**src/hdl/kcdt_pkg.sv**
```systemverilog
// Package for the keyed cooldown timer table: shared types, codes and sizes.
// No dependencies; used by every module of the block.
`timescale 1ns / 1ps
package kcdt_pkg;

  localparam int TableEntriesDef = 64;
  localparam int InDataW         = 136;
  localparam int OutDataW        = 40;
  localparam logic [31:0] MaxCooldownRst = 32'd3600000;

  localparam logic [1:0] REQ_TICK   = 2'd0;
  localparam logic [1:0] REQ_MARK   = 2'd1;
  localparam logic [1:0] REQ_QUERY  = 2'd2;
  localparam logic [1:0] REQ_FILTER = 2'd3;

  localparam logic [1:0] ACT_NONE  = 2'd0;
  localparam logic [1:0] ACT_LOGIN = 2'd1;

  // Classified request as handed from the front to the back.
  typedef struct packed {
    logic [1:0]  req;
    logic [31:0] elapsed;
    logic [31:0] id;
    logic        kind;     // 0 login, 1 any other action
    logic        key_ok;   // id nonzero and action not none
    logic [31:0] cooldown;
    logic        start;
    logic [31:0] limit;
  } cmd_t;

  typedef struct packed {
    logic        valid;
    logic        kind;
    logic [31:0] key;
    logic [31:0] remain;
  } entry_t;

endpackage

```
**src/hdl/kcdt_front.sv**
```systemverilog
// Front end: accepts input transfers, decodes them and queues them (two deep).
// Depends on kcdt_pkg.
`timescale 1ns / 1ps
module kcdt_front import kcdt_pkg::*; (
  input  logic               clk,
  input  logic               rst_n,
  input  logic               in_tvalid,
  output logic               in_tready,
  input  logic [InDataW-1:0] in_tdata,
  input  logic [1:0]         in_tuser,
  output logic               q_valid,
  output cmd_t               q_cmd,
  input  logic               q_pop
);

  cmd_t       q_mem [2];
  logic       wr_ptr_r, wr_ptr_nxt;
  logic       rd_ptr_r, rd_ptr_nxt;
  logic [1:0] cnt_r, cnt_nxt;
  cmd_t       dec;
  logic       push, pop;

  always_comb begin
    dec.req      = in_tuser;
    dec.elapsed  = in_tdata[31:0];
    dec.id       = in_tdata[63:32];
    dec.kind     = (in_tdata[65:64] != ACT_LOGIN);
    dec.key_ok   = (in_tdata[63:32] != 32'd0) && (in_tdata[65:64] != ACT_NONE);
    dec.cooldown = in_tdata[97:66];
    dec.start    = in_tdata[98];
    dec.limit    = in_tdata[130:99];
  end

  assign in_tready = (cnt_r != 2'd2);
  assign push      = in_tvalid && in_tready;
  assign q_valid   = (cnt_r != 2'd0);
  assign pop       = q_pop && q_valid;
  assign q_cmd     = q_mem[rd_ptr_r];

  always_comb begin
    wr_ptr_nxt = push ? ~wr_ptr_r : wr_ptr_r;
    rd_ptr_nxt = pop ? ~rd_ptr_r : rd_ptr_r;
    cnt_nxt    = cnt_r + {1'b0, push} - {1'b0, pop};
  end

  always_ff @(posedge clk) begin
    if (!rst_n) begin
      wr_ptr_r <= 1'b0;
      rd_ptr_r <= 1'b0;
      cnt_r    <= 2'd0;
    end else begin
      wr_ptr_r <= wr_ptr_nxt;
      rd_ptr_r <= rd_ptr_nxt;
      cnt_r    <= cnt_nxt;
    end
  end

  always_ff @(posedge clk) begin
    if (push) begin
      q_mem[wr_ptr_r] <= dec;
    end
  end

endmodule

```
**src/hdl/kcdt_back.sv**
```systemverilog
// Back end: timer table memory, scan sequencer, filter pick state, result register.
// Depends on kcdt_pkg.
`timescale 1ns / 1ps
module kcdt_back import kcdt_pkg::*; #(
  parameter int TABLE_ENTRIES = TableEntriesDef
) (
  input  logic                clk,
  input  logic                rst_n,
  input  logic [31:0]         max_cooldown,
  input  logic                q_valid,
  input  cmd_t                q_cmd,
  output logic                q_pop,
  output logic                out_tvalid,
  input  logic                out_tready,
  output logic [OutDataW-1:0] out_tdata
);

  localparam int AW = (TABLE_ENTRIES > 1) ? $clog2(TABLE_ENTRIES) : 1;
  localparam int CW = $clog2(TABLE_ENTRIES + 1);
  localparam logic [CW-1:0] LastCnt = CW'(TABLE_ENTRIES - 1);
  localparam logic [CW-1:0] EndCnt  = CW'(TABLE_ENTRIES);

  localparam logic [1:0] ST_CLEAR = 2'd0;
  localparam logic [1:0] ST_IDLE  = 2'd1;
  localparam logic [1:0] ST_SCAN  = 2'd2;
  localparam logic [1:0] ST_DONE  = 2'd3;

  entry_t mem [TABLE_ENTRIES];

  logic [1:0]          state_r, state_nxt;
  logic [CW-1:0]       cnt_r, cnt_nxt;
  logic                pend_r, pend_nxt;
  logic [AW-1:0]       idx_r;
  entry_t              rd_data_r;
  cmd_t                cmd_r;
  logic                found_r, found_nxt;
  logic [AW-1:0]       hit_idx_r, hit_idx_nxt;
  logic [31:0]         hit_rem_r, hit_rem_nxt;
  logic                free_r, free_nxt;
  logic [AW-1:0]       free_idx_r, free_idx_nxt;
  logic [31:0]         pick_cnt_r, pick_cnt_nxt;
  logic                pick_stop_r, pick_stop_nxt;
  logic                ovalid_r, ovalid_nxt;
  logic [OutDataW-1:0] odata_r, odata_nxt;

  logic          we;
  logic [AW-1:0] waddr;
  entry_t        wdata;
  logic          re;
  logic          match;
  logic          finish;
  logic [31:0]   bounded, rem, cnt_inc;
  logic          elig, picked, full, stop_e;

  assign match = rd_data_r.valid && (rd_data_r.key == cmd_r.id) &&
                 (rd_data_r.kind == cmd_r.kind);
  assign finish  = (state_r == ST_DONE) && (!ovalid_r || out_tready);
  assign bounded = (cmd_r.cooldown < max_cooldown) ? cmd_r.cooldown : max_cooldown;
  assign rem     = (cmd_r.key_ok && found_r) ? hit_rem_r : 32'd0;

  always_comb begin
    state_nxt     = state_r;
    cnt_nxt       = cnt_r;
    pend_nxt      = 1'b0;
    re            = 1'b0;
    we            = 1'b0;
    waddr         = idx_r;
    wdata         = rd_data_r;
    found_nxt     = found_r;
    hit_idx_nxt   = hit_idx_r;
    hit_rem_nxt   = hit_rem_r;
    free_nxt      = free_r;
    free_idx_nxt  = free_idx_r;
    pick_cnt_nxt  = pick_cnt_r;
    pick_stop_nxt = pick_stop_r;
    ovalid_nxt    = ovalid_r && !out_tready;
    odata_nxt     = odata_r;
    q_pop         = 1'b0;
    elig          = (rem == 32'd0);
    picked        = 1'b0;
    full          = 1'b0;
    stop_e        = cmd_r.start ? 1'b0 : pick_stop_r;
    cnt_inc       = cmd_r.start ? 32'd1 :
                    ((pick_cnt_r == 32'hFFFF_FFFF) ? pick_cnt_r : pick_cnt_r + 32'd1);

    unique case (state_r)
      ST_CLEAR: begin
        // Invalidate every entry once after reset.
        we    = 1'b1;
        waddr = cnt_r[AW-1:0];
        wdata = '0;
        cnt_nxt = cnt_r + CW'(1);
        if (cnt_r == LastCnt) begin
          state_nxt = ST_IDLE;
        end
      end
      ST_IDLE: begin
        if (q_valid) begin
          q_pop     = 1'b1;
          cnt_nxt   = '0;
          found_nxt = 1'b0;
          free_nxt  = 1'b0;
          state_nxt = ST_SCAN;
        end
      end
      ST_SCAN: begin
        if (cnt_r != EndCnt) begin
          re       = 1'b1;
          pend_nxt = 1'b1;
          cnt_nxt  = cnt_r + CW'(1);
        end else if (!pend_r) begin
          state_nxt = ST_DONE;
        end
        if (pend_r) begin
          if (cmd_r.req == REQ_TICK) begin
            if (rd_data_r.valid) begin
              we = 1'b1;
              wdata.valid  = (cmd_r.elapsed < rd_data_r.remain);
              wdata.remain = rd_data_r.remain - cmd_r.elapsed;
            end
          end else begin
            if (match && !found_r) begin
              found_nxt   = 1'b1;
              hit_idx_nxt = idx_r;
              hit_rem_nxt = rd_data_r.remain;
            end
            if (!rd_data_r.valid && !free_r) begin
              free_nxt     = 1'b1;
              free_idx_nxt = idx_r;
            end
          end
        end
      end
      ST_DONE: begin
        wdata.valid  = (bounded != 32'd0);
        wdata.kind   = cmd_r.kind;
        wdata.key    = cmd_r.id;
        wdata.remain = bounded;
        waddr        = found_r ? hit_idx_r : free_idx_r;
        if (finish) begin
          if (cmd_r.req == REQ_MARK && cmd_r.key_ok) begin
            if (found_r || (free_r && bounded != 32'd0)) begin
              we = 1'b1;
            end else if (bounded != 32'd0) begin
              full = 1'b1;
            end
          end
          if (cmd_r.req == REQ_FILTER) begin
            pick_stop_nxt = stop_e;
            if (cmd_r.start) begin
              pick_cnt_nxt = 32'd0;
            end
            if (!stop_e && elig) begin
              picked        = 1'b1;
              pick_cnt_nxt  = cnt_inc;
              pick_stop_nxt = (cnt_inc >= cmd_r.limit);
            end
          end
          ovalid_nxt = 1'b1;
          case (cmd_r.req)
            REQ_QUERY:  odata_nxt = {4'd0, 2'b00, 1'b0, elig, rem};
            REQ_FILTER: odata_nxt = {4'd0, 1'b0, pick_stop_nxt, picked, elig, rem};
            default:    odata_nxt = {4'd0, full, 3'b000, 32'd0};
          endcase
          state_nxt = ST_IDLE;
        end
      end
      default: state_nxt = ST_IDLE;
    endcase
  end

  always_ff @(posedge clk) begin
    if (!rst_n) begin
      state_r     <= ST_CLEAR;
      cnt_r       <= '0;
      pend_r      <= 1'b0;
      found_r     <= 1'b0;
      free_r      <= 1'b0;
      pick_cnt_r  <= 32'd0;
      pick_stop_r <= 1'b0;
      ovalid_r    <= 1'b0;
    end else begin
      state_r     <= state_nxt;
      cnt_r       <= cnt_nxt;
      pend_r      <= pend_nxt;
      found_r     <= found_nxt;
      free_r      <= free_nxt;
      pick_cnt_r  <= pick_cnt_nxt;
      pick_stop_r <= pick_stop_nxt;
      ovalid_r    <= ovalid_nxt;
    end
  end

  always_ff @(posedge clk) begin
    hit_idx_r  <= hit_idx_nxt;
    hit_rem_r  <= hit_rem_nxt;
    free_idx_r <= free_idx_nxt;
    odata_r    <= odata_nxt;
    if (q_pop) begin
      cmd_r <= q_cmd;
    end
    if (re) begin
      rd_data_r <= mem[cnt_r[AW-1:0]];
      idx_r     <= cnt_r[AW-1:0];
    end
    if (we) begin
      mem[waddr] <= wdata;
    end
  end

  assign out_tvalid = ovalid_r;
  assign out_tdata  = odata_r;

endmodule

```
**src/hdl/keyed_cooldown_timer_table_unit.sv**
```systemverilog
// Top level of the keyed cooldown timer table: clamp register, front and back.
// Depends on kcdt_pkg, kcdt_front and kcdt_back.
// Each item is handled by the back end's scan, which reads one table entry per
// cycle through one read port; the back end takes no new item until it is done.
// A two-deep queue and the result register let both sides stall independently.
// Reset: synchronous, active low; then a clearing pass over every table entry,
// during which no item is processed.
`timescale 1ns / 1ps
module keyed_cooldown_timer_table_unit import kcdt_pkg::*; #(
  parameter int TABLE_ENTRIES = TableEntriesDef
) (
  input  logic                clk,
  input  logic                rst_n,
  input  logic                cfg_valid,
  output logic                cfg_ready,
  input  logic [31:0]         cfg_data,
  input  logic                in_tvalid,
  output logic                in_tready,
  // elapsed_ms[31:0] char_id[63:32] action_kind[65:64] cooldown_ms[97:66]
  // list_start[98] pick_limit[130:99], zero fill above
  input  logic [InDataW-1:0]  in_tdata,
  // req_type[1:0]
  input  logic [1:0]          in_tuser,
  output logic                out_tvalid,
  input  logic                out_tready,
  // remaining_ms[31:0] eligible[32] picked[33] list_done[34] table_full[35]
  output logic [OutDataW-1:0] out_tdata
);

  logic [31:0] max_cd_r;
  logic        q_valid, q_pop;
  cmd_t        q_cmd;

  assign cfg_ready = 1'b1;

  always_ff @(posedge clk) begin
    if (!rst_n) begin
      max_cd_r <= MaxCooldownRst;
    end else if (cfg_valid) begin
      max_cd_r <= cfg_data;
    end
  end

  kcdt_front u_front (
    .clk       (clk),
    .rst_n     (rst_n),
    .in_tvalid (in_tvalid),
    .in_tready (in_tready),
    .in_tdata  (in_tdata),
    .in_tuser  (in_tuser),
    .q_valid   (q_valid),
    .q_cmd     (q_cmd),
    .q_pop     (q_pop)
  );

  kcdt_back #(.TABLE_ENTRIES(TABLE_ENTRIES)) u_back (
    .clk          (clk),
    .rst_n        (rst_n),
    .max_cooldown (max_cd_r),
    .q_valid      (q_valid),
    .q_cmd        (q_cmd),
    .q_pop        (q_pop),
    .out_tvalid   (out_tvalid),
    .out_tready   (out_tready),
    .out_tdata    (out_tdata)
  );

endmodule

```
**config.mk**
```make
export PLATFORM = sky130hd
export DESIGN_NAME = keyed_cooldown_timer_table_unit
export DESIGN_NICKNAME = d
export VERILOG_FILES = /design/src/hdl/kcdt_pkg.sv /design/src/hdl/kcdt_front.sv /design/src/hdl/kcdt_back.sv /design/src/hdl/keyed_cooldown_timer_table_unit.sv
export SDC_FILE = /design/constraint.sdc
export NUM_CORES = 2
export LEC_CHECK = 0
export BUFFER_PORTS_ARGS = -buffer_cell sky130_fd_sc_hd__buf_2
export CORE_ASPECT_RATIO = 0.8
export CORE_MARGIN = 2
export CORE_UTILIZATION = 50
export DETAILED_ROUTE_END_ITERATION = 8
export HOLD_SLACK_MARGIN = 0.03
export PLACE_DENSITY = 0.65
export SLEW_MARGIN = 25
export SYNTH_ARGS = -nofsm -noshare
export SYNTH_HDL_FRONTEND = slang
export SYNTH_MEMORY_MAX_BITS = 65536
export SYNTH_SLANG_ARGS = --single-unit
```
**constraint.sdc**
```tcl
create_clock -name clk -period 28.6 [get_ports clk]
set_clock_uncertainty 0.2 [all_clocks]
set_input_delay 1.43 -clock clk [delete_from_list [all_inputs] [get_ports clk]]
set_output_delay 1.43 -clock clk [all_outputs]
set_load 0.01 [all_outputs]
```
* Word level (Yosys, flattened, before mapping) *
Memory sizes are Yosys's and may differ from the RTL's. A register that Yosys moved wholly into a read port is not among the register bits.
Cells that the tools add are included.

cells by class
  add/sub/neg operators = 5
  magnitude comparators = 3
  eq/ne operators = 23
  multiplexer cells = 60
  bitwise gates (word level) = 3
  reductions and logical operators = 39

operators with widths
  operator                                                                  number
  32-bit two-way mux                                                        9
  32-bit case mux with 3 select lines                                       1
  36-bit case mux with 2 select lines                                       1
  33-bit case mux with 2 select lines                                       1
  32-bit < comparator                                                       2
  32-bit nonzero test                                                       2
  1-bit two-way mux                                                         33
  32-bit by 1-bit adder with 32-bit output (second input constant)          1
  32-bit == test                                                            1
  32-bit == test (second input constant)                                    1
  32-bit >= comparator                                                      1
  32-bit logical NOT                                                        1
  32-bit subtractor                                                         1
  7-bit case mux with 3 select lines                                        1
  5-bit AND reduction                                                       3
  7-bit two-way mux                                                         2
  2-bit by 1-bit inequality test with 1-bit output (second input constant)  7
  1-bit logical AND                                                         13
  6-bit case mux with 2 select lines                                        1
  4-bit AND reduction                                                       3
  2-bit two-way mux                                                         5
  2-bit inequality test (second input constant)                             5
  2-bit == test (second input constant)                                     4
  2-bit case mux with 4 select lines                                        1
  other kinds (18)                                                          33

storage, ports and cells
  bits in registers = 172
  RAM bits = 4490
  bits of input ports = 175
  output and inout port bits = 43
  word-level logic and storage cells = 152
  memories kept = 2

memories
  name           words  width  read ports  clocked after memory_dff  write ports  RTL line          source
  u_back.mem     64     66     1           1                         1            kcdt_back.sv:28   entry_t mem [TABLE_ENTRIES];
  u_front.q_mem  2      133    1           1                         1            kcdt_front.sv:16  cmd_t q_mem [2];

* Longest topological paths before layout *
  depth in word-level cells = 11
  mapped depth = 19
  depth with buffers taken out = 18

* By module *
A second synthesis with hierarchy kept.

second synthesis, totals
  cells, all modules = 8339
  area total of the unflattened synthesis = 188876.1 um^2

modules (own cells, without submodules)
  module                           instances  cells an instance  area an instance (um^2)  sequential area each (um^2)
  kcdt_back                        1          7779               177437.7                 136320.7
  kcdt_front                       1          455                10219.8                  8087.8
  keyed_cooldown_timer_table_unit  1          105                1218.7                   640.6

* Worst setup path after synthesis *
Ideal clock, no wire load.

  path type = input to register
  from = input out_tready
  to = memory u_back.mem[16][0] (netlist name), enable pin
  setup time = 0.677 ns
  data arrival time = 9.238 ns
  data required time = 27.723 ns
  setup slack = 18.485 ns
  cell stages on the path = 7
  path buffers = 0
  cells stage by stage = nand2b_1 nand2_1 a211oi_1 nand2_1 o211ai_1 a31oi_4 nor4b_1

on the way
  longest elaborated chain between the ends = 6

ends and longest elaborated chain
  what                                     RTL line                               source
  from (decl)                              keyed_cooldown_timer_table_unit.sv:25  input logic out_tready,
  1-bit logical OR                         kcdt_back.sv:57                        assign finish = (state_r == ST_DONE) && (!ovalid_r || out_tready);
  1-bit logical AND                        kcdt_back.sv:57
  1-bit two-way mux                        kcdt_back.sv:140                       if (finish) begin
  1-bit case mux with 3 select lines       kcdt_back.sv:86                        unique case (state_r)
  1-bit two-way mux                        kcdt_back.sv:206                       if (we) begin
  1-bit two-way mux (not written as such)  kcdt_back.sv:207                       mem[waddr] <= wdata;
  to (decl)                                kcdt_back.sv:28

Every way passes these cells.

* Worst setup path in the final report *
  from = register u_back.cnt_r[1]
  to = register u_back.rd_data_r[41] (netlist name)

on the way
  longest elaborated chain between the ends = 3

ends and longest elaborated chain
  what                    RTL line          source
  from (decl)             kcdt_back.sv:31   logic [CW-1:0] cnt_r, cnt_nxt;
  from (signal assigned)  kcdt_back.sv:184  cnt_r <= cnt_nxt;
  7-bit inequality test   kcdt_back.sv:107  if (cnt_r != EndCnt) begin
  1-bit two-way mux       kcdt_back.sv:107
  1-bit two-way mux       kcdt_back.sv:86

Several ways; a longest one is shown, not always the timed one.
A chain may end at the register's enable or synchronous reset.

==> run metrics <==
final slew viol count 0; Die ar. roughly 380000 µm²; H-Tree Depth 5; Syn Inst Count approximately 8300; Core Region around 370000 µm²; CTS tree done; CTS clock-pin slew for the worst setup and hold paths 0.06 ns; GRT overflow 0; worst hold path class reg2reg; crit path max fanout 62; Max Freq 134.3 MHz; row count 201; total power draw 0.01433 W; setup repair bufs after CTS 0; Crit Path Category reg2reg; Post-Synthesis Cell Area 188500 µm²; Critical Path RT 29.12 ns; Ports 218; GRT Total Usage 27.29%; largest net degree at the start of global routing 122; Final period util 26.04%; total clock buffers created by CTS approximately 450; final WL ~530 mm; sequential cell area fraction in the yosys report 76.95%; Max Cap Viol 0; CP cell instances buf_4, buf_4, buf_4, buf_4, buf_4, mux4_2, mux4_2, nor2_1, or3_1, o221ai_1; per-cell routed wire length 37.16 µm; Post-route DRC 0; EDFF count, synth ~4800; Setup crit end kind flip-flop; Vias between 90000 and 100k; Lkg Pwr ~68 nW; P per Cell Area 67.73 nW/µm²; Unique masters post-synth slightly below 80; Final Setup Violations 0; DR vias/cell 6.646; Die Wd 690.4 µm; initial drt markers ~15000; layout cells sized above 1 29.71%; initial core utilization 50.26%; first-pass GRT wire length 727.2 mm; Synth async-reset ratio 0%; remaining antenna violation count 0; root buf cell clkbuf_16; slew margin rel. 21.83%; Sink Count around 4900; Resize count post-CTS 0; post-DP HPWL 289.8 mm; Yosys reg bits 4857; die height 553.1 µm; Hold Vio Cnt, Final 0; placed insts 13386; Slowest cell on crit path buf_4; Placed Area 197100 µm²; status completed; Ys Warns 0; CP Data Arrival Time between 7 and 8 ns; gp weighted congestion 0.8627; post-route cell area 211600 µm²; Startpoint Class flip-flop; r2r setup slk 21.15 ns; vias in the first global route 91120; setup tns final 0 ns; most common cell after layout, fill and taps aside edfxtp_1; DR pass1 iterations 6; Layout Cells excl Fill 14225; Hold Buf Count CTS 0; Clock Path Buffers 4; most frequent cells in the layout edfxtp_1, mux4_2, clkbuf_16; initial antenna violation count 33; Worst Tran Pin Value 1.160 ns; post-layout minimum cycle time 7.447 ns; port bufs 207; Synth Flop Type edfxtp_1; Post-Syn Area per Cell 22.68 µm²; Peak VDD IR 0.05284 mV; Nets 9150; crit-path max cell delay 0.89 ns; Syn-to-layout area delta 12.28%; RSZ-0062 raised after global routing no; clk_lat worst skew 1.03 ns; Top cell by count, worst path buf_4
-- Yosys cell counts, types with 21 or more instances --
cell type / n / area [µm²]
a211oi_1: 21 / 157.7
a21o_1: 34 / 255.2
a21oi_1: 79 / 395.4
a22o_1: 66 / 578.1
a22oi_1: 21 / 157.7
a31oi_1: 31 / 193.9
and2_1: 39 / 244.0
buf_1: 41 / 153.9
buf_2: 143 / 715.7
buf_4: 27 / 202.7
clkbuf_1: 211 / 792.0
dfxtp_1: 82 / 1642
edfxtp_1: 4775 / 143400
ha_1: 105 / 1314
inv_1: 131 / 491.7
mux2_2: 149 / 1678
mux2i_1: 152 / 1521
mux4_2: 1293 / 29120
nand2_1: 155 / 581.8
nand3_1: 34 / 170.2
nand4_1: 40 / 250.2
nor2_1: 142 / 533.0
nor2b_1: 32 / 200.2
nor3_1: 45 / 225.2
nor4_1: 62 / 387.9
o21ai_0: 77 / 385.4
o221ai_1: 31 / 271.5
o22ai_1: 28 / 175.2
xnor2_1: 52 / 455.4
xor2_1: 42 / 367.9
-- power by group --
group | switching [W] | internal, W
Sequential | 0.0000250 | 0.00779
Clock | 0.00264 | 0.00322
Combinational | 0.000362 | 0.000296
-- final cells by class --
class / instances / area, µm²
fillers: 27092 / 163400
flip-flops and latches: 4857 / 145100
multi-input cells: 2897 / 41950
clock buffers: 554 / 11800
well taps: 4973 / 6222
repair buffers: 528 / 3659
clock inverters: 272 / 2376
inverters: 134 / 520.5
diodes: 10 / 25.02
-- state kept, by name, summed over array words and instances (netlist names), 2 cells and up --
| register | count |
|---|---|
| u_back.mem | 4224 |
| u_front.q_mem | 266 |
| u_back.cmd_r | 133 |
| u_back.rd_data_r | 66 |
| u_back.out_tdata | 36 |
| max_cd_r | 32 |
| u_back.hit_rem_r | 32 |
| u_back.pick_cnt_r | 32 |
| u_back.cnt_r | 7 |
| u_back.free_idx_r | 6 |
| u_back.hit_idx_r | 6 |
| u_back.idx_r | 6 |
| u_back.state_r | 2 |
| u_front.cnt_r | 2 |
-- path summary, 6_finish.rpt --
path,start,endpoint,depth (start not counted)
max reg2reg,u_back.cnt_r[1]$_SDFFE_PN0P_,u_back.rd_data_r[41]$_DFFE_PP_,10
max,u_back.cnt_r[1]$_SDFFE_PN0P_,u_back.rd_data_r[41]$_DFFE_PP_,10
min reg2reg,u_back.idx_r[5]$_DFFE_PP_,u_back.free_idx_r[5]$_DFFE_PP_,0
min,u_back.idx_r[5]$_DFFE_PP_,u_back.free_idx_r[5]$_DFFE_PP_,0
-- worst max-delay path, delay by kind of cell (launching register included) --
| family | cells | cell delay (ns) |
|---|---|---|
| mux | 2 | 0.90 |
| flops | 1 | 0.77 |
| compound gates | 1 | 0.10 |
| simple gates | 2 | 0.54 |
| buf+inv | 5 | 4.21 |
-- cells by family after synthesis --
kind of cell    synth area share, %
flops                         76.95
mux                           17.16
other cells                0.003985
fa+ha+maj                    0.7077
simple gates                  1.634
compound gates                1.824
xor+xnor                     0.4368
buf+inv                       1.280
-- per-layer routing --
layer / part of all wire (%) / vias up / track usage, %
li1: - / 36397 / -
met1: 39 / 51035 / 41.26
met2: 45 / 6238 / 40.79
met3: 12 / 849 / 5.844
met4: 2.9 / 24 / 7.249
met5: 0.032 / - / 0.09976
-- metrics by stage --
stage	util (%)	worst slack (ns)	hold slack [ns]
final	56.43	21.15	0.2853
after global routing	56.43	21.00	0.2984
after CTS	56.35	21.33	0.2772
after detailed placement	52.57	21.35	0.2635
after global placement	52.53	21.32	0.2446
after floorplan	-	18.49	0.2064
(Power assumes the default switching activity.)
